===== src/rtl/multi_level_threshold_monitor_unit_macros.svh =====
// Assertion macros used by the threshold monitor top level.
`ifndef MULTI_LEVEL_THRESHOLD_MONITOR_UNIT_MACROS_SVH
`define MULTI_LEVEL_THRESHOLD_MONITOR_UNIT_MACROS_SVH

`ifndef SYNTHESIS
// Checked property, disabled while reset is asserted.
`define MLTM_ASSERT(lbl, prop) \
    lbl: assert property (@(posedge clk) disable iff (!rst_n) prop) \
        else $error("mltm assertion failed");
// Checked property that also holds during reset.
`define MLTM_ASSERT_RST(lbl, prop) \
    lbl: assert property (@(posedge clk) prop) \
        else $error("mltm reset assertion failed");
`else
`define MLTM_ASSERT(lbl, prop)
`define MLTM_ASSERT_RST(lbl, prop)
`endif

`endif


===== src/rtl/mltm_pkg.sv =====
// Types, constants and the pair update function of the threshold monitor.
`timescale 1ns / 1ps

package mltm_pkg;

    localparam int CH_BITS        = 2;
    localparam int CHANNELS       = 1 << CH_BITS;
    localparam int SLOT_BITS      = 4;
    localparam int SLOTS          = 1 << SLOT_BITS;
    localparam int VALUE_BITS     = 16;
    localparam int FLAG_BITS      = 16;
    localparam int CFG_BITS       = 16;
    localparam int CFG_INDEX_BITS = 3;
    localparam int NUM_MASK_REGS  = 4;
    localparam int NIBBLE_BITS    = 4;
    localparam int REPORT_BIT     = 2;
    localparam int PAIRS = (SLOTS / 2 < FLAG_BITS / 2) ? SLOTS / 2 : FLAG_BITS / 2;

    typedef enum logic [1:0] {
        KIND_READING = 2'd0,
        KIND_WRITE   = 2'd1,
        KIND_REMOVE  = 2'd2
    } kind_e;

    typedef enum logic [CFG_INDEX_BITS-1:0] {
        CFG_MASK_CH0    = 3'd0,
        CFG_MASK_CH1    = 3'd1,
        CFG_MASK_CH2    = 3'd2,
        CFG_MASK_CH3    = 3'd3,
        CFG_REPORT_MODE = 3'd4
    } cfg_reg_e;

    typedef struct packed {
        logic [1:0]                   kind;
        logic [CH_BITS-1:0]           channel;
        logic [SLOT_BITS-1:0]         slot;
        logic signed [VALUE_BITS-1:0] value;
    } sample_t;

    typedef struct packed {
        logic [CH_BITS-1:0]           out_channel;
        logic                         report_reading;
        logic [FLAG_BITS-1:0]         triggered_flags;
        logic                         flags_changed;
        logic signed [VALUE_BITS-1:0] reading_echo;
    } result_t;

    // Request from the control logic to the threshold table.
    typedef struct packed {
        logic                  rd;
        logic                  wr;
        logic                  rm;
        logic [CH_BITS-1:0]    channel;
        logic [SLOT_BITS-1:0]  slot;
        logic [VALUE_BITS-1:0] value;
    } tbl_req_t;

    typedef logic [SLOTS-1:0][VALUE_BITS-1:0] row_t;

    // Hysteresis update of one high/low pair. Result bit 0 is the high flag,
    // bit 1 the low flag.
    function automatic logic [1:0] pair_update(
        input logic       ha,
        input logic       la,
        input logic       hp,
        input logic       lp,
        input logic       hgt,
        input logic       lgt,
        input logic [1:0] old
    );
        logic hr;
        logic lr;
        hr = old[0];
        lr = old[1];
        if (ha && hp)
        begin
            if (hgt)
            begin
                lr = 1'b0;
                hr = 1'b1;
            end
            else if (!la)
            begin
                hr = 1'b0;
            end
        end
        if (la && lp)
        begin
            if (!lgt)
            begin
                hr = 1'b0;
                lr = 1'b1;
            end
            else if (!ha)
            begin
                lr = 1'b0;
            end
        end
        return {lr, hr};
    endfunction

endpackage


===== src/rtl/mltm_table.sv =====
// Threshold table: one memory row per channel plus present bits per slot.
`timescale 1ns / 1ps

module mltm_table
    import mltm_pkg::*;
(
    input  logic             clk,
    input  logic             rst_n,
    input  tbl_req_t         req,
    output row_t             rd_row,
    output logic [SLOTS-1:0] rd_present
);

    // Each row holds all slots of one channel; a write updates one slot lane.
    row_t                             thr_mem_reg [CHANNELS];
    row_t                             rd_row_reg;
    logic [SLOTS-1:0]                 rd_present_reg;
    logic [CHANNELS-1:0][SLOTS-1:0]   present_reg;
    logic [CHANNELS-1:0][SLOTS-1:0]   present_next;

    always_ff @(posedge clk)
    begin
        if (req.wr)
        begin
            thr_mem_reg[req.channel][req.slot] <= req.value;
        end
        if (req.rd)
        begin
            rd_row_reg     <= thr_mem_reg[req.channel];
            rd_present_reg <= present_reg[req.channel];
        end
    end

    always_comb
    begin
        present_next = present_reg;
        if (req.wr)
        begin
            present_next[req.channel][req.slot] = 1'b1;
        end
        else if (req.rm)
        begin
            present_next[req.channel][req.slot] = 1'b0;
        end
    end

    always_ff @(posedge clk or negedge rst_n)
    begin
        if (!rst_n)
        begin
            present_reg <= '0;
        end
        else
        begin
            present_reg <= present_next;
        end
    end

    assign rd_row     = rd_row_reg;
    assign rd_present = rd_present_reg;

endmodule


===== src/rtl/multi_level_threshold_monitor_unit.sv =====
// Top level of the multi-level threshold monitor with hysteresis.
// Usage: the sample channel (sample_valid, sample_ready, sample) carries one word per item:
// a reading, a threshold write or a threshold removal for one of four channels. Only
// readings produce a word on the result channel (result_valid, result_ready, result).
// A new sample word is taken every cycle while sample_ready is high. The channel's
// threshold row is read at the edge that accepts a reading; the evaluation stage then
// computes all pair compares in parallel and loads the output register, from which the
// result word leaves when result_ready is high.
// The row read of each reading is the only memory access that a reading waits for;
// writes and removals finish in the cycle they are accepted.
// When the receiver stalls, the output register holds its word, the evaluation stage
// keeps one more reading, and sample_ready drops only once both are occupied.
// At reset the configuration registers, present bits and stored triggered flags clear
// at once; there is no clearing pass. Threshold values are undefined until written,
// which is harmless because a slot is compared only while its present bit is set.
// Configuration is written through cfg_wr_en, cfg_index and cfg_data while idle.
`timescale 1ns / 1ps
`include "multi_level_threshold_monitor_unit_macros.svh"

module multi_level_threshold_monitor_unit
    import mltm_pkg::*;
(
    input  logic                      clk,
    input  logic                      rst_n,
    input  logic                      sample_valid,
    output logic                      sample_ready,
    input  sample_t                   sample,
    output logic                      result_valid,
    input  logic                      result_ready,
    output result_t                   result,
    input  logic                      cfg_wr_en,
    input  logic [CFG_INDEX_BITS-1:0] cfg_index,
    input  logic [CFG_BITS-1:0]       cfg_data
);

    // Configuration registers.
    logic [NUM_MASK_REGS-1:0][CFG_BITS-1:0] mask_reg;
    logic [NUM_MASK_REGS-1:0][CFG_BITS-1:0] mask_next;
    logic [CFG_BITS-1:0]                    report_mode_reg;
    logic [CFG_BITS-1:0]                    report_mode_next;

    // Stored triggered flags, one word per channel.
    logic [CHANNELS-1:0][FLAG_BITS-1:0]     trig_reg;
    logic [CHANNELS-1:0][FLAG_BITS-1:0]     trig_next;

    // Evaluation stage: the reading waits here while its table row is read.
    logic                                   s1_valid_reg;
    logic                                   s1_valid_next;
    logic [CH_BITS-1:0]                     s1_channel_reg;
    logic signed [VALUE_BITS-1:0]           s1_value_reg;
    logic                                   s1_report_reg;

    // Output register.
    logic                                   result_valid_reg;
    logic                                   result_valid_next;
    result_t                                result_reg;

    logic                                   sample_accept;
    logic                                   out_advance;
    logic                                   s1_fire;
    tbl_req_t                               tbl_req;
    row_t                                   rd_row;
    logic [SLOTS-1:0]                       rd_present;
    logic [FLAG_BITS-1:0]                   old_flags;
    logic [FLAG_BITS-1:0]                   new_flags;
    logic [CFG_BITS-1:0]                    act_mask;

    assign out_advance   = !result_valid_reg || result_ready;
    assign s1_fire       = s1_valid_reg && out_advance;
    assign sample_ready  = !s1_valid_reg || out_advance;
    assign sample_accept = sample_valid && sample_ready;

    // Writes and removals go straight into the table at acceptance. A reading
    // starts its row read at the same edge, so it always sees every earlier
    // write, and no later write can reach the row it holds: no forwarding needed.
    always_comb
    begin
        tbl_req.rd      = sample_accept && (sample.kind == KIND_READING);
        tbl_req.wr      = sample_accept && (sample.kind == KIND_WRITE);
        tbl_req.rm      = sample_accept && (sample.kind == KIND_REMOVE);
        tbl_req.channel = sample.channel;
        tbl_req.slot    = sample.slot;
        tbl_req.value   = sample.value;
    end

    mltm_table u_table (
        .clk        (clk),
        .rst_n      (rst_n),
        .req        (tbl_req),
        .rd_row     (rd_row),
        .rd_present (rd_present)
    );

    always_comb
    begin
        s1_valid_next = s1_valid_reg;
        if (tbl_req.rd)
        begin
            s1_valid_next = 1'b1;
        end
        else if (s1_fire)
        begin
            s1_valid_next = 1'b0;
        end
    end

    // The report-only bit is sampled at acceptance; configuration must only change
    // while idle, a rule the user keeps, so this equals the value at evaluation time.
    always_ff @(posedge clk)
    begin
        if (tbl_req.rd)
        begin
            s1_channel_reg <= sample.channel;
            s1_value_reg   <= sample.value;
            s1_report_reg  <= report_mode_reg[{sample.channel, 2'(REPORT_BIT)}];
        end
    end

    // Pair evaluation: all pairs are independent and are computed side by side.
    always_comb
    begin
        old_flags = trig_reg[s1_channel_reg];
        act_mask  = mask_reg[s1_channel_reg];
        new_flags = old_flags;
        for (int p = 0; p < PAIRS; p++)
        begin
            new_flags[2*p +: 2] = pair_update(
                act_mask[2*p],
                act_mask[2*p+1],
                rd_present[2*p],
                rd_present[2*p+1],
                s1_value_reg > $signed(rd_row[2*p]),
                s1_value_reg > $signed(rd_row[2*p+1]),
                old_flags[2*p +: 2]
            );
        end
    end

    // The stored flags are updated when a reading that is not report-only leaves the
    // evaluation stage, so a following reading of the same channel sees the new word.
    always_comb
    begin
        trig_next = trig_reg;
        if (s1_fire && !s1_report_reg)
        begin
            trig_next[s1_channel_reg] = new_flags;
        end
    end

    always_comb
    begin
        result_valid_next = result_valid_reg;
        if (s1_fire)
        begin
            result_valid_next = 1'b1;
        end
        else if (result_ready)
        begin
            result_valid_next = 1'b0;
        end
    end

    always_ff @(posedge clk)
    begin
        if (s1_fire)
        begin
            result_reg.out_channel    <= s1_channel_reg;
            result_reg.report_reading <= s1_report_reg;
            result_reg.reading_echo   <= s1_value_reg;
            if (s1_report_reg)
            begin
                result_reg.triggered_flags <= old_flags;
                result_reg.flags_changed   <= 1'b0;
            end
            else
            begin
                result_reg.triggered_flags <= new_flags;
                result_reg.flags_changed   <= (new_flags != old_flags);
            end
        end
    end

    // Configuration writes; indices beyond the register list are dropped.
    always_comb
    begin
        mask_next        = mask_reg;
        report_mode_next = report_mode_reg;
        if (cfg_wr_en)
        begin
            unique case (cfg_index)
                CFG_MASK_CH0:    mask_next[0]     = cfg_data;
                CFG_MASK_CH1:    mask_next[1]     = cfg_data;
                CFG_MASK_CH2:    mask_next[2]     = cfg_data;
                CFG_MASK_CH3:    mask_next[3]     = cfg_data;
                CFG_REPORT_MODE: report_mode_next = cfg_data;
                default:         ;
            endcase
        end
    end

    always_ff @(posedge clk or negedge rst_n)
    begin
        if (!rst_n)
        begin
            mask_reg         <= '0;
            report_mode_reg  <= '0;
            trig_reg         <= '0;
            s1_valid_reg     <= 1'b0;
            result_valid_reg <= 1'b0;
        end
        else
        begin
            mask_reg         <= mask_next;
            report_mode_reg  <= report_mode_next;
            trig_reg         <= trig_next;
            s1_valid_reg     <= s1_valid_next;
            result_valid_reg <= result_valid_next;
        end
    end

    assign result_valid = result_valid_reg;
    assign result       = result_reg;

    // Backpressure only when both the evaluation stage and the output are full.
    `MLTM_ASSERT(a_ready_only_when_full, !sample_ready |-> s1_valid_reg && result_valid_reg && !result_ready)
    // An accepted reading always occupies the evaluation stage next cycle.
    `MLTM_ASSERT(a_reading_enters_s1, tbl_req.rd |=> s1_valid_reg)
    // Stored flags change only when a checked reading completes.
    `MLTM_ASSERT(a_trig_stable, !(s1_fire && !s1_report_reg) |=> $stable(trig_reg))
    // A report-only result never claims a flag change.
    `MLTM_ASSERT(a_report_no_change, result_valid && result.report_reading |-> !result.flags_changed)
    // Once reset has been seen at an edge, no result is offered at the next one.
    `MLTM_ASSERT_RST(a_reset_quiet, !rst_n |=> !result_valid && !s1_valid_reg)

endmodule

===== config.mk =====
export PLATFORM = sky130hd
export DESIGN_NAME = multi_level_threshold_monitor_unit
export DESIGN_NICKNAME = d
export VERILOG_FILES = /design/src/rtl/mltm_pkg.sv /design/src/rtl/mltm_table.sv /design/src/rtl/multi_level_threshold_monitor_unit.sv
export VERILOG_INCLUDE_DIRS = /design/src /design/src/rtl
export SDC_FILE = /design/constraint.sdc
export NUM_CORES = 2
export LEC_CHECK = 0
export BUFFER_PORTS_ARGS = -buffer_cell sky130_fd_sc_hd__buf_2
export CORE_ASPECT_RATIO = 1.2
export CORE_MARGIN = 3
export CORE_UTILIZATION = 31
export CTS_BUF_LIST = sky130_fd_sc_hd__clkbuf_2 sky130_fd_sc_hd__clkbuf_4 sky130_fd_sc_hd__clkbuf_8
export CTS_CLUSTER_DIAMETER = 50
export DETAILED_ROUTE_END_ITERATION = 16
export SYNTH_ARGS = -nofsm -noshare
export SYNTH_HDL_FRONTEND = slang
export SYNTH_SLANG_ARGS = --single-unit
export TNS_END_PERCENT = 1

===== constraint.sdc =====
create_clock -name clk -period 25 [get_ports clk]
set_input_delay 5 -clock clk [delete_from_list [all_inputs] [get_ports clk]]
set_output_delay 5 -clock clk [all_outputs]
set_load 0.03 [all_outputs]

=== Word-level counts from Yosys, hierarchy flattened ===
Memory sizes are Yosys's and may differ from the RTL's. A register that Yosys moved wholly into a read port is not among the register bits.
Cells that the tools add are included.

* Bits in registers: 280
* Memory bits (writable): 1,024
* Input bits: 48
* Output and inout port bits: 38
* Logic and storage cells: 204
* Memories kept: 1

{| class="wikitable"
|+ Memories
! memory !! depth !! bits a word !! read ports !! clocked after memory_dff !! wr ports !! line !! RTL
|-
| u_table.thr_mem_reg || 4 || 256 || 1 || 1 || 1 || mltm_table.sv:15 || <nowiki>row_t thr_mem_reg [CHANNELS];</nowiki>
|}

* $lt $le $gt $ge: 23
* Equality and inequality tests: 7
* Mux-type cells: 106
* Bitwise gates (word level): 3
* Reductions and logical operators: 40

{| class="wikitable"
|+ Operator list
! operator !! count
|-
| 16-bit greater-than comparator || 16
|-
| 256-bit 2-to-1 mux || 1
|-
| 64-bit 2-to-1 mux || 2
|-
| 16-bit binary-select mux with 2-bit select || 3
|-
| 16-bit 2-to-1 mux || 6
|-
| 1-bit 2-to-1 mux || 87
|-
| 64-bit bitwise AND || 1
|-
| 64-bit bitwise mux || 1
|-
| 16-bit demux with 2-bit select || 2
|-
| 16-bit demux with 4-bit select || 1
|-
| 64-bit inverter || 1
|-
| 64-bit bitwise OR || 1
|-
| 1-bit logical AND || 25
|-
| 17-bit 2-to-1 mux || 1
|-
| 16-bit != test || 1
|-
| 4-bit by 5-bit less-than comparator with 1-bit output (second input constant) || 2
|-
| 2-bit AND reduction || 5
|-
| 3-bit by 2-bit == test with 1-bit output (second input constant) || 2
|-
| 2-bit by 3-bit less-than comparator with 1-bit output (second input constant) || 2
|-
| 2-bit nonzero test || 3
|-
| 1-bit demux with 4-bit select || 1
|-
| 2-bit by 1-bit greater-or-equal comparator with 1-bit output (second input constant) || 2
|-
| 4-bit by 1-bit greater-or-equal comparator with 1-bit output (second input constant) || 1
|-
| 3-bit by 1-bit == test with 1-bit output (second input constant) || 1
|-
| other kinds (8) || 11
|}

=== Logic depth before layout (Yosys ltp) ===
* Depth in word-level cells: 10
* Depth in mapped cells: 12

=== By module ===
Synthesis repeated with hierarchy kept, for this count alone.

* Cells, all modules: 3,407
* Area, all modules: 63,286.9 µm²

{| class="wikitable"
|+ Modules (own cells, without submodules)
! module !! instances !! cells each !! area each (µm²) !! sequential area each (µm²)
|-
| mltm_table || 1 || 1,946 || 48,395.2 || 40,518.9
|-
| multi_level_threshold_monitor_unit || 1 || 1,461 || 14,891.8 || 5,004.8
|}

=== Worst setup path after synthesis ===
No wires, ideal clock.

* Kind: in2reg
* From: input result_ready
* To: register s1_channel_reg[0], enable pin
* Data arrival time: 25.059 ns
* Data required time: 23.696 ns
* Setup slack: -1.363 ns
* Stages: 3
* Buffers on the path: 0
* Cell sequence: nand3b_1 -> nand2_1 -> nor3_1

* Cells in the longest elaborated chain, start to end: 4

{| class="wikitable"
|+ RTL lines
! item !! line !! RTL
|-
| from (decl) || multi_level_threshold_monitor_unit.sv:29 || <nowiki>input logic result_ready,</nowiki>
|-
| 1-bit logical OR || multi_level_threshold_monitor_unit.sv:68 || <nowiki>assign out_advance = !result_valid_reg || result_ready;</nowiki>
|-
| 1-bit logical OR || multi_level_threshold_monitor_unit.sv:70 || <nowiki>assign sample_ready = !s1_valid_reg || out_advance;</nowiki>
|-
| 1-bit logical AND || multi_level_threshold_monitor_unit.sv:71 || <nowiki>assign sample_accept = sample_valid && sample_ready;</nowiki>
|-
| 1-bit logical AND || multi_level_threshold_monitor_unit.sv:78 || <nowiki>tbl_req.rd = sample_accept && (sample.kind == KIND_READING);</nowiki>
|-
| to (signal assigned) || multi_level_threshold_monitor_unit.sv:113 || <nowiki>s1_channel_reg <= sample.channel;</nowiki>
|-
| to (decl) || multi_level_threshold_monitor_unit.sv:49 || <nowiki>logic [CH_BITS-1:0] s1_channel_reg;</nowiki>
|}

No other way between the ends.
A chain may end at the register's enable or synchronous reset.

=== Worst setup path after layout ===
* From: input result_ready
* To: output sample_ready

* Cells in the longest elaborated chain, start to end: 2

{| class="wikitable"
|+ RTL lines
! item !! line !! RTL
|-
| 1-bit logical OR || multi_level_threshold_monitor_unit.sv:68 ||
|-
| 1-bit logical OR || multi_level_threshold_monitor_unit.sv:70 ||
|-
| to (decl) || multi_level_threshold_monitor_unit.sv:26 || <nowiki>output logic sample_ready,</nowiki>
|}

No other way between the ends.

==> flow_metrics.py <==
metrics = {
    "power": {
        "combinationalPowerShare_pct": 6.3,
        "irDropWorstVdd_v": 0.0000539,
        "swShare_pct": 22.5,
        "p_seq_share_pct": 55.3,
        "clkPwrFrac_pct": 38.3,
        "p_per_area_mw_per_mm2": 73.4,
        "p_leak_nw": 25.4,
        "internal_power_mw": 4.08,
        "p_sw_mw": 1.18,
    },
    "synthesis": {
        "ys_seq_area_share_pct": 72.3,
        "synth_common_cells": "1351 x edfxtp_1, 300 x mux4_2, 267 x inv_1, 256 x ha_1, 198 x dfrtp_1",
        "synthTopCellsByArea": "edfxtp_1 64%, mux4_2 11%, dfrtp_1 7.9%, ha_1 5.1%, mux2_2 1.8%",
        "ys_async_sr_fraction_pct": 12.8,
        "yosysWarnings": 0,
        "ys_ff_latch": 1549,
        "syn-num-nets": 3793,
        "synth_edf_count": 1351,
        "yosys.area.top_type": "edfxtp_1",
        "syn_avg_cell_area_um2": 18.0,
        "synthCells": 3489,
        "yosysTopAreaCellShare_pct": 64.4,
        "synthFlopType": "edfxtp_1",
        "syn_area_mm2": 0.0630,
        "synth_cell_types": 66,
        "post-synth-top-count-cell": "edfxtp_1",
    },
    "grt": {
        "antenna_found_initial": 10,
        "grt_use_total_pct": 14.5,
        "grt_pass1_vias": 34100,
        "grt_pass1_wl_mm": 223,
        "grt-ovfl-total": 0,
        "grt_max_degree": 133,
    },
    "die": {
        "io-pin-count": 86,
        "core_area_mm2": 0.201,
        "initial_core_util_pct": 31.3,
        "die_x_um": 417,
        "die-area_mm2": 0.209,
        "placement_rows": 180,
        "fp.dieH_um": 500,
    },
    "cells_and_area": {
        "syn_to_final_growth_pct": 13.9,
        "fin_nets": 4102,
        "post-route-util_pct": 35.7,
        "final_cells": 6620,
        "largest_register_ffs": 1024,
        "drive_gt1_share_pct": 24.6,
    },
    "routing": {
        "drt_iter0_markers": 2394,
        "route.detailed.drc": 0,
        "route.detailed.wl_per_inst_um": 22.9,
        "drt_wl_total_mm": 152,
        "firstDrtPassIters": 5,
        "vias_per_cell": 4.88,
        "postRouteAntennaNets": 0,
        "vias": 32300,
    },
    "clock_network": {
        "clk_latency_ns": 0.92,
        "tritoncts.num_buffers": 222,
        "cts_tree": "built",
        "cts_resized": 0,
        "h-tree-depth": 4,
        "postCtsHoldBufs": 0,
        "cts-root-buf": "clkbuf_8",
        "clkTransAtPathRegs_ns": 0.07,
        "post-cts-setup-buffers": 0,
        "numClockSinks": 1549,
        "clk_path_buf_depth": 3,
    },
    "critical_path": {
        "cp-start-kind": "input pin",
        "path_max_fanout": 3,
        "worst_ep_required_time_ns": 20.00,
        "ff2ff_setup_slack_ns": 20.47,
        "crit_start": "result_ready",
        "worst-setup-path-type": "in2out",
        "worstPathArrival_ns": 5.50,
        "rr_endpoint": "result[16]",
        "endpoint_kind": "output port",
        "reg2reg_from": "s1_value_reg[13]",
        "r2r_cells": 11,
    },
    "placement": {
        "portBuffers": 85,
        "dp_hpwl_mm": 87.9,
        "gp_congestion": 0.796,
        "dpl.cell_count": 6213,
    },
    "run": {
        "timing.max_cap.violations": 0,
    },
    "timing": {
        "max_slew_margin_pct": 23.8,
        "fin_crit_sh_pct": 42.0,
        "slew_viol_final": 0,
        "setup_violations": 0,
        "max_freq_mhz": 95.2,
        "skew_ns": 0.0387,
        "setup_tns_ns": 0,
        "hold_viol_final": 0,
        "rsz0062_at_grt": "no",
        "fin_crit_ns": 10.50,
        "worstMarginPinSlew_ns": 1.14,
    },
    "hold_path": {
        "min_path_type": "reg2reg",
        "min_path_cells": 0,
        "min_to": "result[0]",
        "hp-start": "s1_value_reg[0]",
    },
    "outcome": {
        "outcome": "complete, no violations",
    },
}
-- worst max-delay path by stage --
stage,to,cells after the start
finish,sample_ready,3
detailed placement,sample_ready,3
global route,sample_ready,3
CTS,sample_ready,3
floorplan,s1_channel_reg[0],3
global placement,sample_ready,3
-- per-layer routing --
metal | GRT usage [%] | up-vias | part of all wire, %
met4 | 4.52 | 0 | 2.5
met1 | 18.1 | 16800 | 41
met5 | 0 | - | 0
met2 | 25.7 | 871 | 51
met3 | 2.30 | 232 | 4.9
li1 | - | 14400 | -
-- cell families after synthesis --
family	synth area share, %
DFF	72.3
and+or+nand+nor	3.60
AOI/OAI and AO/OA	3.87
muxes	12.8
buffers and inverters	2.36
adders and majority gates	5.09
xor gates and xnor gates	0.0139
-- area by class of cell --
| class | count | area, um^2 |
|---|---|---|
| diodes | 4 | 10.0 |
| clock buffers | 292 | 3630 |
| clock inverters | 111 | 843 |
| fillers | 18700 | 129000 |
| inverters | 268 | 1010 |
| multi-input cells | 1551 | 16000 |
| flip-flops and latches | 1549 | 45500 |
| well taps | 2639 | 3300 |
| repair buffers | 206 | 1380 |
-- critical path, cell delays in order --
cell and delay (ns):
buf_2 0.10, nand3b_1 0.19, buf_2 0.21
-- per-stage QoR --
| step | area [um^2] | hold slack (ns) | power (mW) | worst slack [ns] |
|---|---|---|---|---|
| after floorplan | 63000 | 0.426 | 3.16 | 7.55 |
| after global placement | 67200 | 0.454 | 3.29 | 14.49 |
| after detailed placement | 67200 | 0.462 | 3.31 | 14.50 |
| after CTS | 71700 | 0.478 | 5.33 | 14.49 |
| after global routing | 71700 | 0.488 | 5.47 | 14.47 |
| final | 71700 | 0.472 | 5.26 | 14.50 |
-- cell usage in the layout (no fill, tap or decap), drive strengths merged, types with 5 or more instances in the layout --
master,count
clkinv,84
or4,5
mux4,305
nand2b,9
edfxtp,1351
nand3,33
nand2,167
buf,205
mux2,101
inv,274
o211ai,15
nor2b,27
o21ai,184
nor2,117
clkbuf,293
clkinvlp,9
or2,5
a31oi,12
a21o,26
nor4,14
dfrtp,198
o21a,9
nand3b,5
bufinv,12
ha,256
a211o,5
a21oi,98
nor3,15
a2111oi,8
a211oi,15
nand4,54
a2111o,5
-- power groups by stage --
| stage | sequential, mW | clock (mW) | combinational [mW] |
|---|---|---|---|
| floorplan | 2.97 | 0 | 0.196 |
| global placement | 2.96 | 0 | 0.332 |
| detailed placement | 2.97 | 0 | 0.341 |
| finish | 2.91 | 2.02 | 0.334 |
| global route | 2.92 | 2.19 | 0.367 |
| CTS | 2.91 | 2.08 | 0.342 |
(Power assumes the default switching activity.)
